[config.mk]
export PLATFORM = sky130hd
export DESIGN_NAME = deadline_counter_thread_scheduler_unit
export DESIGN_NICKNAME = d
export VERILOG_FILES = /design/src/rtl/core/dcts_pkg.sv /design/src/rtl/core/deadline_counter_thread_scheduler_unit.sv /design/src/rtl/core/dcts_cnt_mem.sv /design/src/rtl/core/dcts_sp_mem.sv
export VERILOG_INCLUDE_DIRS = /design/src /design/src/rtl/core
export SDC_FILE = /design/constraint.sdc
export NUM_CORES = 1
export LEC_CHECK = 0
export BUFFER_PORTS_ARGS = -buffer_cell sky130_fd_sc_hd__buf_2
export CAP_MARGIN = 10
export CORE_MARGIN = 10
export CORE_UTILIZATION = 50
export DETAILED_ROUTE_END_ITERATION = 8
export PLACE_DENSITY = 0.72
export SETUP_SLACK_MARGIN = 0.1
export SYNTH_ARGS = -nofsm -noshare
export SYNTH_HDL_FRONTEND = slang
export SYNTH_SLANG_ARGS = --single-unit
export TNS_END_PERCENT = 50
[constraint.sdc]
create_clock -name clk -period 18.05 [get_ports clk]
set_input_delay 3.61 -clock clk [delete_from_list [all_inputs] [get_ports clk]]
set_output_delay 3.61 -clock clk [all_outputs]
set_load 0.02 [all_outputs]
[src/rtl/core/deadline_counter_thread_scheduler_unit_macros.svh]
// assertion macros for the deadline counter thread scheduler
// used by the top level; expects clk and rst_n in scope where expanded
`ifndef DEADLINE_COUNTER_THREAD_SCHEDULER_UNIT_MACROS_SVH
`define DEADLINE_COUNTER_THREAD_SCHEDULER_UNIT_MACROS_SVH
`ifndef SYNTHESIS
// same-cycle implication
`define DCTS_ASSERT_NOW(lbl, ante, cons, msg) \
    lbl: assert property (@(posedge clk) disable iff (!rst_n) (ante) |-> (cons)) \
        else $error(msg);
// next-cycle implication
`define DCTS_ASSERT_NEXT(lbl, ante, cons, msg) \
    lbl: assert property (@(posedge clk) disable iff (!rst_n) (ante) |=> (cons)) \
        else $error(msg);
`else
`define DCTS_ASSERT_NOW(lbl, ante, cons, msg)
`define DCTS_ASSERT_NEXT(lbl, ante, cons, msg)
`endif
`endif

[src/rtl/core/dcts_pkg.sv]
// shared types, codes and constants of the deadline counter thread scheduler
// no dependencies; imported by every module of the block
package dcts_pkg;

    // table geometry
    localparam int NUM_THREADS   = 8;
    localparam int CONTEXT_WORDS = 16;
    localparam int SLOT_W        = $clog2(NUM_THREADS);
    localparam int SCAN_W        = $clog2(NUM_THREADS + 1);
    localparam int TID_W         = 4;
    localparam int CNT_W         = 16;
    localparam int SP_W          = 32;

    localparam logic [TID_W-1:0] NO_TID    = TID_W'(NUM_THREADS);
    localparam logic [SP_W-1:0]  CTX_BYTES = SP_W'(4 * CONTEXT_WORDS);
    localparam logic [CNT_W-1:0] FLOOR_RST = CNT_W'(1);

    // action codes
    localparam logic [2:0] ACT_TICK   = 3'd0;
    localparam logic [2:0] ACT_CREATE = 3'd1;
    localparam logic [2:0] ACT_WAIT   = 3'd2;
    localparam logic [2:0] ACT_WAKE   = 3'd3;
    localparam logic [2:0] ACT_END    = 3'd4;
    localparam logic [2:0] ACT_QUERY  = 3'd5;

    // status codes
    localparam logic [1:0] ST_OK          = 2'd0;
    localparam logic [1:0] ST_FULL        = 2'd1;
    localparam logic [1:0] ST_NOT_STARTED = 2'd2;

    // command beat
    typedef struct packed {
        logic [2:0]       action;
        logic [SP_W-1:0]  cur_stack_ptr;
        logic [SP_W-1:0]  stack_base;
        logic [15:0]      stack_bytes;
        logic [CNT_W-1:0] priority_req;
        logic [2:0]       query_id;
    } dcts_cmd_t;

    // result beat
    typedef struct packed {
        logic [TID_W-1:0] slot_id;
        logic [SP_W-1:0]  next_stack_ptr;
        logic [1:0]       status;
        logic             alive;
        logic             is_waiting;
    } dcts_res_t;

    // one entry of the count memory
    typedef struct packed {
        logic [CNT_W-1:0] reload;
        logic [CNT_W-1:0] run;
    } dcts_cnt_t;

    // write port of the count memory
    typedef struct packed {
        logic              en;
        logic [SLOT_W-1:0] addr;
        dcts_cnt_t         data;
    } dcts_cnt_wr_t;

    // write port of the stack pointer memory
    typedef struct packed {
        logic              en;
        logic [SLOT_W-1:0] addr;
        logic [SP_W-1:0]   data;
    } dcts_sp_wr_t;

endpackage

[src/rtl/core/deadline_counter_thread_scheduler_unit.sv]
// top level of the deadline counter thread scheduler: control and flag state
// depends on dcts_pkg, dcts_cnt_mem, dcts_sp_mem and the assertion macro header
//
// Usage:
//   Commands enter on cmd, accepted at a clock edge where start is high and
//   busy is low. Each command gives exactly one result beat on result, marked
//   by done for a single cycle; the receiver cannot hold it off, so capture it
//   when done is high. busy drops in the cycle that done is shown, so the next
//   command may be accepted in that same cycle.
//   A tick walks the count memory at one slot per cycle and then reads the
//   stack pointer memory for the pick; every other action gives its result
//   straight from the EXEC state. One command is in flight at a time.
//   count_floor is written through cfg_valid/cfg_ready/cfg_data (always
//   ready) and should only change while the block is idle.
//   Reset clears all flags and counts, sets count_floor to 1 and marks the
//   scheduler as not started; no clearing pass is needed after reset.
`include "deadline_counter_thread_scheduler_unit_macros.svh"

module deadline_counter_thread_scheduler_unit
    import dcts_pkg::*;
(
    input  logic             clk,
    input  logic             rst_n,
    input  logic             start,
    output logic             busy,
    input  dcts_cmd_t        cmd,
    output logic             done,
    output dcts_res_t        result,
    input  logic             cfg_valid,
    output logic             cfg_ready,
    input  logic [CNT_W-1:0] cfg_data
);

    localparam int STATE_W = 3;
    localparam logic [STATE_W-1:0] S_IDLE = 3'd0;
    localparam logic [STATE_W-1:0] S_EXEC = 3'd1;
    localparam logic [STATE_W-1:0] S_SCAN = 3'd2;
    localparam logic [STATE_W-1:0] S_FIN  = 3'd3;
    localparam logic [STATE_W-1:0] S_OUT  = 3'd4;
    localparam logic [SCAN_W-1:0]  SCAN_END = SCAN_W'(NUM_THREADS);

    logic [STATE_W-1:0]     state_reg, state_next;
    dcts_cmd_t              cmd_reg, cmd_next;
    logic [CNT_W-1:0]       count_floor_reg;
    logic [NUM_THREADS-1:0] created_reg, created_next;
    logic [NUM_THREADS-1:0] waiting_reg, waiting_next;
    logic [SLOT_W-1:0]      cur_reg, cur_next;
    logic                   started_reg, started_next;
    logic [SCAN_W-1:0]      scan_reg, scan_next;
    logic [SLOT_W-1:0]      pick_reg, pick_next;
    logic [CNT_W-1:0]       pick_cnt_reg, pick_cnt_next;
    logic [CNT_W-1:0]       pick_reload_reg, pick_reload_next;
    dcts_res_t              res_reg, res_next;
    logic                   done_reg, done_next;

    dcts_cnt_wr_t      cnt_wr;
    logic [SLOT_W-1:0] cnt_rd_addr;
    dcts_cnt_t         cnt_rd;
    dcts_sp_wr_t       sp_wr;
    logic [SLOT_W-1:0] sp_rd_addr;
    logic [SP_W-1:0]   sp_rd;

    logic              free_found;
    logic [SLOT_W-1:0] free_slot;
    logic [CNT_W-1:0]  prio_clamped;
    logic [SP_W-1:0]   init_sp;
    logic [SLOT_W-1:0] proc_slot;
    logic [CNT_W-1:0]  cnt_dec;
    logic              better;
    logic              res_full;

    // memories
    dcts_cnt_mem u_cnt_mem (
        .clk     (clk),
        .rst_n   (rst_n),
        .wr      (cnt_wr),
        .rd_addr (cnt_rd_addr),
        .rd_data (cnt_rd)
    );

    dcts_sp_mem u_sp_mem (
        .clk     (clk),
        .wr      (sp_wr),
        .rd_addr (sp_rd_addr),
        .rd_data (sp_rd)
    );

    // first free slot, lowest index wins
    always_comb
    begin
        free_found = 1'b0;
        free_slot  = '0;
        for (int i = NUM_THREADS - 1; i >= 0; i--)
        begin
            if (!created_reg[i])
            begin
                free_found = 1'b1;
                free_slot  = SLOT_W'(i);
            end
        end
    end

    // create arithmetic
    assign prio_clamped = (cmd_reg.priority_req < count_floor_reg) ? count_floor_reg
                                                                   : cmd_reg.priority_req;
    assign init_sp = cmd_reg.stack_base + SP_W'({cmd_reg.stack_bytes[15:2], 2'b00})
                     - CTX_BYTES;

    // scan datapath: slot read in the previous cycle
    assign proc_slot = SLOT_W'(scan_reg - SCAN_W'(1));
    assign cnt_dec   = (cnt_rd.run == '0) ? '0 : cnt_rd.run - CNT_W'(1);
    assign better    = created_reg[proc_slot] && !waiting_reg[proc_slot]
                       && (cnt_rd.run < pick_cnt_reg);

    // sequencer
    always_comb
    begin
        state_next       = state_reg;
        cmd_next         = cmd_reg;
        created_next     = created_reg;
        waiting_next     = waiting_reg;
        cur_next         = cur_reg;
        started_next     = started_reg;
        scan_next        = scan_reg;
        pick_next        = pick_reg;
        pick_cnt_next    = pick_cnt_reg;
        pick_reload_next = pick_reload_reg;
        res_next         = res_reg;
        done_next        = 1'b0;
        cnt_wr           = '0;
        sp_wr            = '0;
        cnt_rd_addr      = scan_reg[SLOT_W-1:0];
        sp_rd_addr       = pick_reg;

        unique case (state_reg)
            S_IDLE:
            begin
                if (start)
                begin
                    cmd_next   = cmd;
                    state_next = S_EXEC;
                end
            end
            S_EXEC:
            begin
                res_next         = '0;
                res_next.slot_id = NO_TID;
                state_next       = S_IDLE;
                done_next        = 1'b1;
                unique case (cmd_reg.action)
                    ACT_TICK:
                    begin
                        done_next  = 1'b0;
                        state_next = S_SCAN;
                        scan_next  = '0;
                        if (started_reg)
                        begin
                            sp_wr.en   = 1'b1;
                            sp_wr.addr = cur_reg;
                            sp_wr.data = cmd_reg.cur_stack_ptr;
                        end
                        else
                        begin
                            started_next = 1'b1;
                            cur_next     = '0;
                        end
                    end
                    ACT_CREATE:
                    begin
                        if (free_found)
                        begin
                            cnt_wr.en               = 1'b1;
                            cnt_wr.addr             = free_slot;
                            cnt_wr.data.reload      = prio_clamped;
                            cnt_wr.data.run         = prio_clamped;
                            sp_wr.en                = 1'b1;
                            sp_wr.addr              = free_slot;
                            sp_wr.data              = init_sp;
                            created_next[free_slot] = 1'b1;
                            waiting_next[free_slot] = 1'b0;
                            res_next.slot_id        = TID_W'(free_slot);
                        end
                        else
                        begin
                            res_next.status = ST_FULL;
                        end
                    end
                    ACT_WAIT, ACT_END:
                    begin
                        if (!started_reg)
                        begin
                            res_next.status = ST_NOT_STARTED;
                        end
                        else
                        begin
                            waiting_next[cur_reg] = (cmd_reg.action == ACT_WAIT);
                            if (cmd_reg.action == ACT_END)
                            begin
                                created_next[cur_reg] = 1'b0;
                            end
                            res_next.slot_id = TID_W'(cur_reg);
                        end
                    end
                    ACT_WAKE:
                    begin
                        waiting_next = '0;
                    end
                    ACT_QUERY:
                    begin
                        res_next.slot_id = TID_W'(cmd_reg.query_id);
                        if (TID_W'(cmd_reg.query_id) < NO_TID)
                        begin
                            res_next.alive      = created_reg[cmd_reg.query_id];
                            res_next.is_waiting = waiting_reg[cmd_reg.query_id];
                        end
                    end
                    default:
                    begin
                        res_next.slot_id = NO_TID;
                    end
                endcase
            end
            S_SCAN:
            begin
                // process the slot read last cycle, write back its decremented count
                if (scan_reg != '0)
                begin
                    cnt_wr.en          = 1'b1;
                    cnt_wr.addr        = proc_slot;
                    cnt_wr.data.reload = cnt_rd.reload;
                    cnt_wr.data.run    = cnt_dec;
                    if (proc_slot == '0 || better)
                    begin
                        pick_next        = proc_slot;
                        pick_cnt_next    = cnt_dec;
                        pick_reload_next = cnt_rd.reload;
                    end
                end
                if (scan_reg == SCAN_END)
                begin
                    state_next = S_FIN;
                end
                else
                begin
                    scan_next = scan_reg + SCAN_W'(1);
                end
            end
            S_FIN:
            begin
                // reload the pick and fetch its saved pointer
                cnt_wr.en          = 1'b1;
                cnt_wr.addr        = pick_reg;
                cnt_wr.data.reload = pick_reload_reg;
                cnt_wr.data.run    = pick_reload_reg;
                cur_next           = pick_reg;
                state_next         = S_OUT;
            end
            S_OUT:
            begin
                res_next                = '0;
                res_next.slot_id        = TID_W'(pick_reg);
                res_next.next_stack_ptr = sp_rd;
                res_next.status         = ST_OK;
                done_next               = 1'b1;
                state_next              = S_IDLE;
            end
            default:
            begin
                state_next = S_IDLE;
            end
        endcase
    end

    // control state
    always_ff @(posedge clk or negedge rst_n)
    begin
        if (!rst_n)
        begin
            state_reg       <= S_IDLE;
            count_floor_reg <= FLOOR_RST;
            created_reg     <= '0;
            waiting_reg     <= '0;
            cur_reg         <= '0;
            started_reg     <= 1'b0;
            scan_reg        <= '0;
            done_reg        <= 1'b0;
        end
        else
        begin
            state_reg   <= state_next;
            created_reg <= created_next;
            waiting_reg <= waiting_next;
            cur_reg     <= cur_next;
            started_reg <= started_next;
            scan_reg    <= scan_next;
            done_reg    <= done_next;
            if (cfg_valid && cfg_ready)
            begin
                count_floor_reg <= cfg_data;
            end
        end
    end

    // payload registers
    always_ff @(posedge clk)
    begin
        cmd_reg         <= cmd_next;
        pick_reg        <= pick_next;
        pick_cnt_reg    <= pick_cnt_next;
        pick_reload_reg <= pick_reload_next;
        res_reg         <= res_next;
    end

    assign busy      = (state_reg != S_IDLE);
    assign done      = done_reg;
    assign result    = res_reg;
    assign cfg_ready = 1'b1;

    // full-table result beat
    assign res_full = done && (result.status == ST_FULL);

    // checks
    `DCTS_ASSERT_NEXT(a_accept_sets_busy, start && !busy, busy, "accepted beat did not raise busy")
    `DCTS_ASSERT_NOW(a_done_when_idle, done, !busy, "result strobe while still busy")
    `DCTS_ASSERT_NOW(a_fin_after_scan, state_reg == S_FIN, scan_reg == SCAN_END, "scan cut short")
    `DCTS_ASSERT_NOW(a_full_has_no_slot, res_full, result.slot_id == NO_TID, "full names a slot")

endmodule

[src/rtl/core/dcts_cnt_mem.sv]
// count memory: reload and run counts per slot, one write and one read port
// depends on dcts_pkg; entries never written read as zero via valid bits
module dcts_cnt_mem
    import dcts_pkg::*;
(
    input  logic              clk,
    input  logic              rst_n,
    input  dcts_cnt_wr_t      wr,
    input  logic [SLOT_W-1:0] rd_addr,
    output dcts_cnt_t         rd_data
);

    dcts_cnt_t              mem [NUM_THREADS];
    logic [NUM_THREADS-1:0] valid_reg;
    dcts_cnt_t              rd_data_reg;
    logic                   rd_valid_reg;

    // entry storage and registered read
    always_ff @(posedge clk)
    begin
        if (wr.en)
        begin
            mem[wr.addr] <= wr.data;
        end
        rd_data_reg <= mem[rd_addr];
    end

    // per-entry valid bits, cleared at reset
    always_ff @(posedge clk or negedge rst_n)
    begin
        if (!rst_n)
        begin
            valid_reg    <= '0;
            rd_valid_reg <= 1'b0;
        end
        else
        begin
            if (wr.en)
            begin
                valid_reg[wr.addr] <= 1'b1;
            end
            rd_valid_reg <= valid_reg[rd_addr];
        end
    end

    // unwritten entries hold the reset value
    assign rd_data = rd_valid_reg ? rd_data_reg : '0;

endmodule

[src/rtl/core/dcts_sp_mem.sv]
// saved stack pointer memory, one write and one registered read port
// depends on dcts_pkg; contents undefined until written
module dcts_sp_mem
    import dcts_pkg::*;
(
    input  logic              clk,
    input  dcts_sp_wr_t       wr,
    input  logic [SLOT_W-1:0] rd_addr,
    output logic [SP_W-1:0]   rd_data
);

    logic [SP_W-1:0] mem [NUM_THREADS];
    logic [SP_W-1:0] rd_data_reg;

    // storage and registered read
    always_ff @(posedge clk)
    begin
        if (wr.en)
        begin
            mem[wr.addr] <= wr.data;
        end
        rd_data_reg <= mem[rd_addr];
    end

    assign rd_data = rd_data_reg;

endmodule

==> run_results.csv <==
group,metric,value,unit
logic_synthesis,yosysSeqAreaShare,69.6,%
clock_tree,cts_tree,"done",
critical_path,path_max_fanout,40,
global_routing,grt_remaining_overflow,0,
sta,max_freq,182,MHz
die,io_pins,165,
global_routing,grt_pass1_vias,19498,
sta,setup_violations,0,
die,fp.dieH,278,um
logic_synthesis,synth_warnings,0,
routing,top_layer,"met4",
min_path,hp-class,"register to register",
logic_synthesis,synth.avg_cell_area,16.1,um^2
clock_tree,cts_root_buf,"clkbuf_16",
logic_synthesis,synth_area_leaders,"edfxtp_1 62%, mux4_2 9.1%, dfrtp_1 3.9%",
global_routing,grt_pass1_wl,118000,um
routing,wl_per_cell,24.0,um
sta,clock_skew,34.3,ps
logic_synthesis,yosysTopAreaCell,"edfxtp_1",
sta,slew_headroom,12.8,%
sta,rsz0062_at_grt,"no",
sta,holdWs,470,ps
logic_synthesis,syn_inst,2077,
clock_tree,clk_pin_slew_worst_paths,60,ps
power_and_ir_drop,leakage,13.8,nW
critical_path,cp_data_required_time,14440,ps
logic_synthesis,syn-cell-area,33400,um^2
clock_tree,clk_latency,650,ps
logic_synthesis,synth_flop_cell,"edfxtp_1",
die,num_rows,94,
sta,fin_crit_sh,30.4,%
run,drv_cap,0,
power_and_ir_drop,power.density,148,nW/um^2
sta,setup_tns,0,ps
routing,drc_errors,0,
clock_tree,cts_resized,0,
final_layout,final_cell_count_no_fill,3199,
sta,layout_min_cycle_time,5500,ps
final_layout,layout-drive-gt1-share,23.9,%
placement,dp_cells,3044,
die,core_area,66000,um^2
sta,worst_pin_slew,1290,ps
global_routing,grtUsageTotal,19.6,%
routing,wl_met2,36600,um
logic_synthesis,synth_fp_nets,2276,
critical_path,arrival,1880,ps
routing,wl_met3,5810,um
die,fp.dieW,278,um
placement,numPortBuffers,161,
clock_tree,cts_setup_buffers,0,
critical_path,start_kind,"register",
logic_synthesis,ys_types,75,
routing,initialDrtViolationCount,1942,
placement,gp_congestion,0.902,
routing,vias,19015,
routing,vias_per_cell,5.94,
status,outcome,"completed",
final_layout,design_area,38000,um^2
final_layout,area_growth_syn_to_layout,13.7,%
logic_synthesis,synthArstFlopShare,6.59,%
final_layout,layout_common_cells,"687 x edfxtp_1, 161 x buf_2, 157 x nand2_1, 135 x mux4_2, 116 x inv_1",
clock_tree,cts-htree-levels,3,
routing,drt_first_pass_iters,8,
final_layout,layout.nets,2465,
clock_tree,holdBufCountCts,0,
die,dieArea,77500,um^2
sta,setup_slack,12560,ps
placement,placed_area,35300,um^2
die,start_util,50.6,%
routing,drt_wl_total,76800,um
placement,hpwlAfterDp,47300,um
routing,wl_met1,32800,um
clock_tree,cts_buffers,82,
clock_tree,cts.sinks,804,
logic_synthesis,synth_top_area_share,61.8,%
sta,final_max_slew_viol_count,0,
power_and_ir_drop,ir_drop,104,uV
critical_path,crit_path_end_kind,"primary output",
final_layout,mostFrequentLayoutCell,"edfxtp_1",
clock_tree,clockBufferDepth,3,
logic_synthesis,synth_seq_cells,804,
placement,dp_slack,12530,ps
routing,antenna_left,0,
critical_path,worstSetupPathType,"register to primary output",
global_routing,grt_max_degree,71,
global_routing,grt_antenna_before_repair,1,
logic_synthesis,synth_enable_flop_cells,687,
sta,hold_viol,0,
[critical path: stages (launching register included)]
cell and delay (ps):
dfrtp_1 360, buf_4 260, or3_1 440, buf_2 210
[cell families (layout without fill, tap and decap cells)]
family                     Yosys count  in the layout  synth area share, %
xor gates and xnor gates            36             36                0.944
AOI/OAI and AO/OA                  310            310                 6.11
and+or+nand+nor                    417            417                 6.00
DFF                                804            804                 69.6
other                                1              2               0.0112
buffers and inverters              211            468                 2.50
muxes                              221            221                 11.9
adders and majority gates           77             77                 2.91
[power by group]
part	internal [W]	switching [W]
logic	0.000537	0.000908
registers	0.00235	0.000144
clock network	0.000964	0.000705
total	0.00385	0.00176
[synth_stat cells, drive strengths merged, types with 11 or more instances]
| master | count |
|---|---|
| mux2 | 70 |
| dfrtp | 52 |
| mux2i | 16 |
| nand2b | 11 |
| a21oi | 71 |
| nor2 | 76 |
| o21ai | 93 |
| inv | 116 |
| clkbuf | 74 |
| and2 | 33 |
| and3 | 44 |
| xnor2 | 17 |
| a21o | 24 |
| xor2 | 19 |
| ha | 76 |
| nand3 | 18 |
| a211oi | 11 |
| a221o | 14 |
| nand2 | 158 |
| nand4 | 16 |
| dfxtp | 64 |
| a22oi | 14 |
| buf | 21 |
| mux4 | 135 |
| nor3 | 23 |
| edfxtp | 687 |
[cell type report]
cell class | instances | area, um^2
Antenna cell | 1 | 2.50
Clock buffer | 124 | 2380
Clock inverter | 28 | 310
Fill cell | 4903 | 28000
Inverter | 116 | 435
Multi-Input combinational cell | 1062 | 9420
Sequential cell | 804 | 23200
Tap cell | 864 | 1080
Timing Repair Buffer | 200 | 1100
[metal layers]
layer	vias up	GRT usage, %
met4	0	5.23
met1	9747	27.0
met2	753	31.6
met3	107	3.97
met5	-	0
li1	8408	-
[worst paths after layout]
| kind | start | to | cells after the start | slack [ps] |
|---|---|---|---|---|
| max | state_reg[2]$_DFFE_PN0P_ | busy | 3 | 12560 |
| min | u_cnt_mem.valid_reg[5]$_DFFE_PN0P_ | u_cnt_mem.valid_reg[5]$_DFFE_PN0P_ | 1 | 470 |
| max reg2reg | scan_reg[1]$_DFFE_PN0P_ | u_cnt_mem.mem[4][15]$_DFFE_PP_ | 8 | 13850 |
| min reg2reg | u_cnt_mem.valid_reg[5]$_DFFE_PN0P_ | u_cnt_mem.valid_reg[5]$_DFFE_PN0P_ | 1 | 470 |
| max in group asynchronous | rst_n | scan_reg[0]$_DFFE_PN0P_ | 2 | 14300 |
| min in group asynchronous | rst_n | count_floor_reg[15]$_DFFE_PN0P_ | 2 | 3110 |
[through the flow]
| stage | utilization (%) | power (W) |
|---|---|---|
| finish | 57.6 | 0.00561 |
| global route | 57.6 | 0.00587 |
| CTS | 57.5 | 0.00564 |
| detailed placement | 53.5 | 0.00396 |
| global placement | 53.5 | 0.00392 |
| floorplan | - | 0.00350 |
Note: power is estimated with default switching activity, not from simulation.
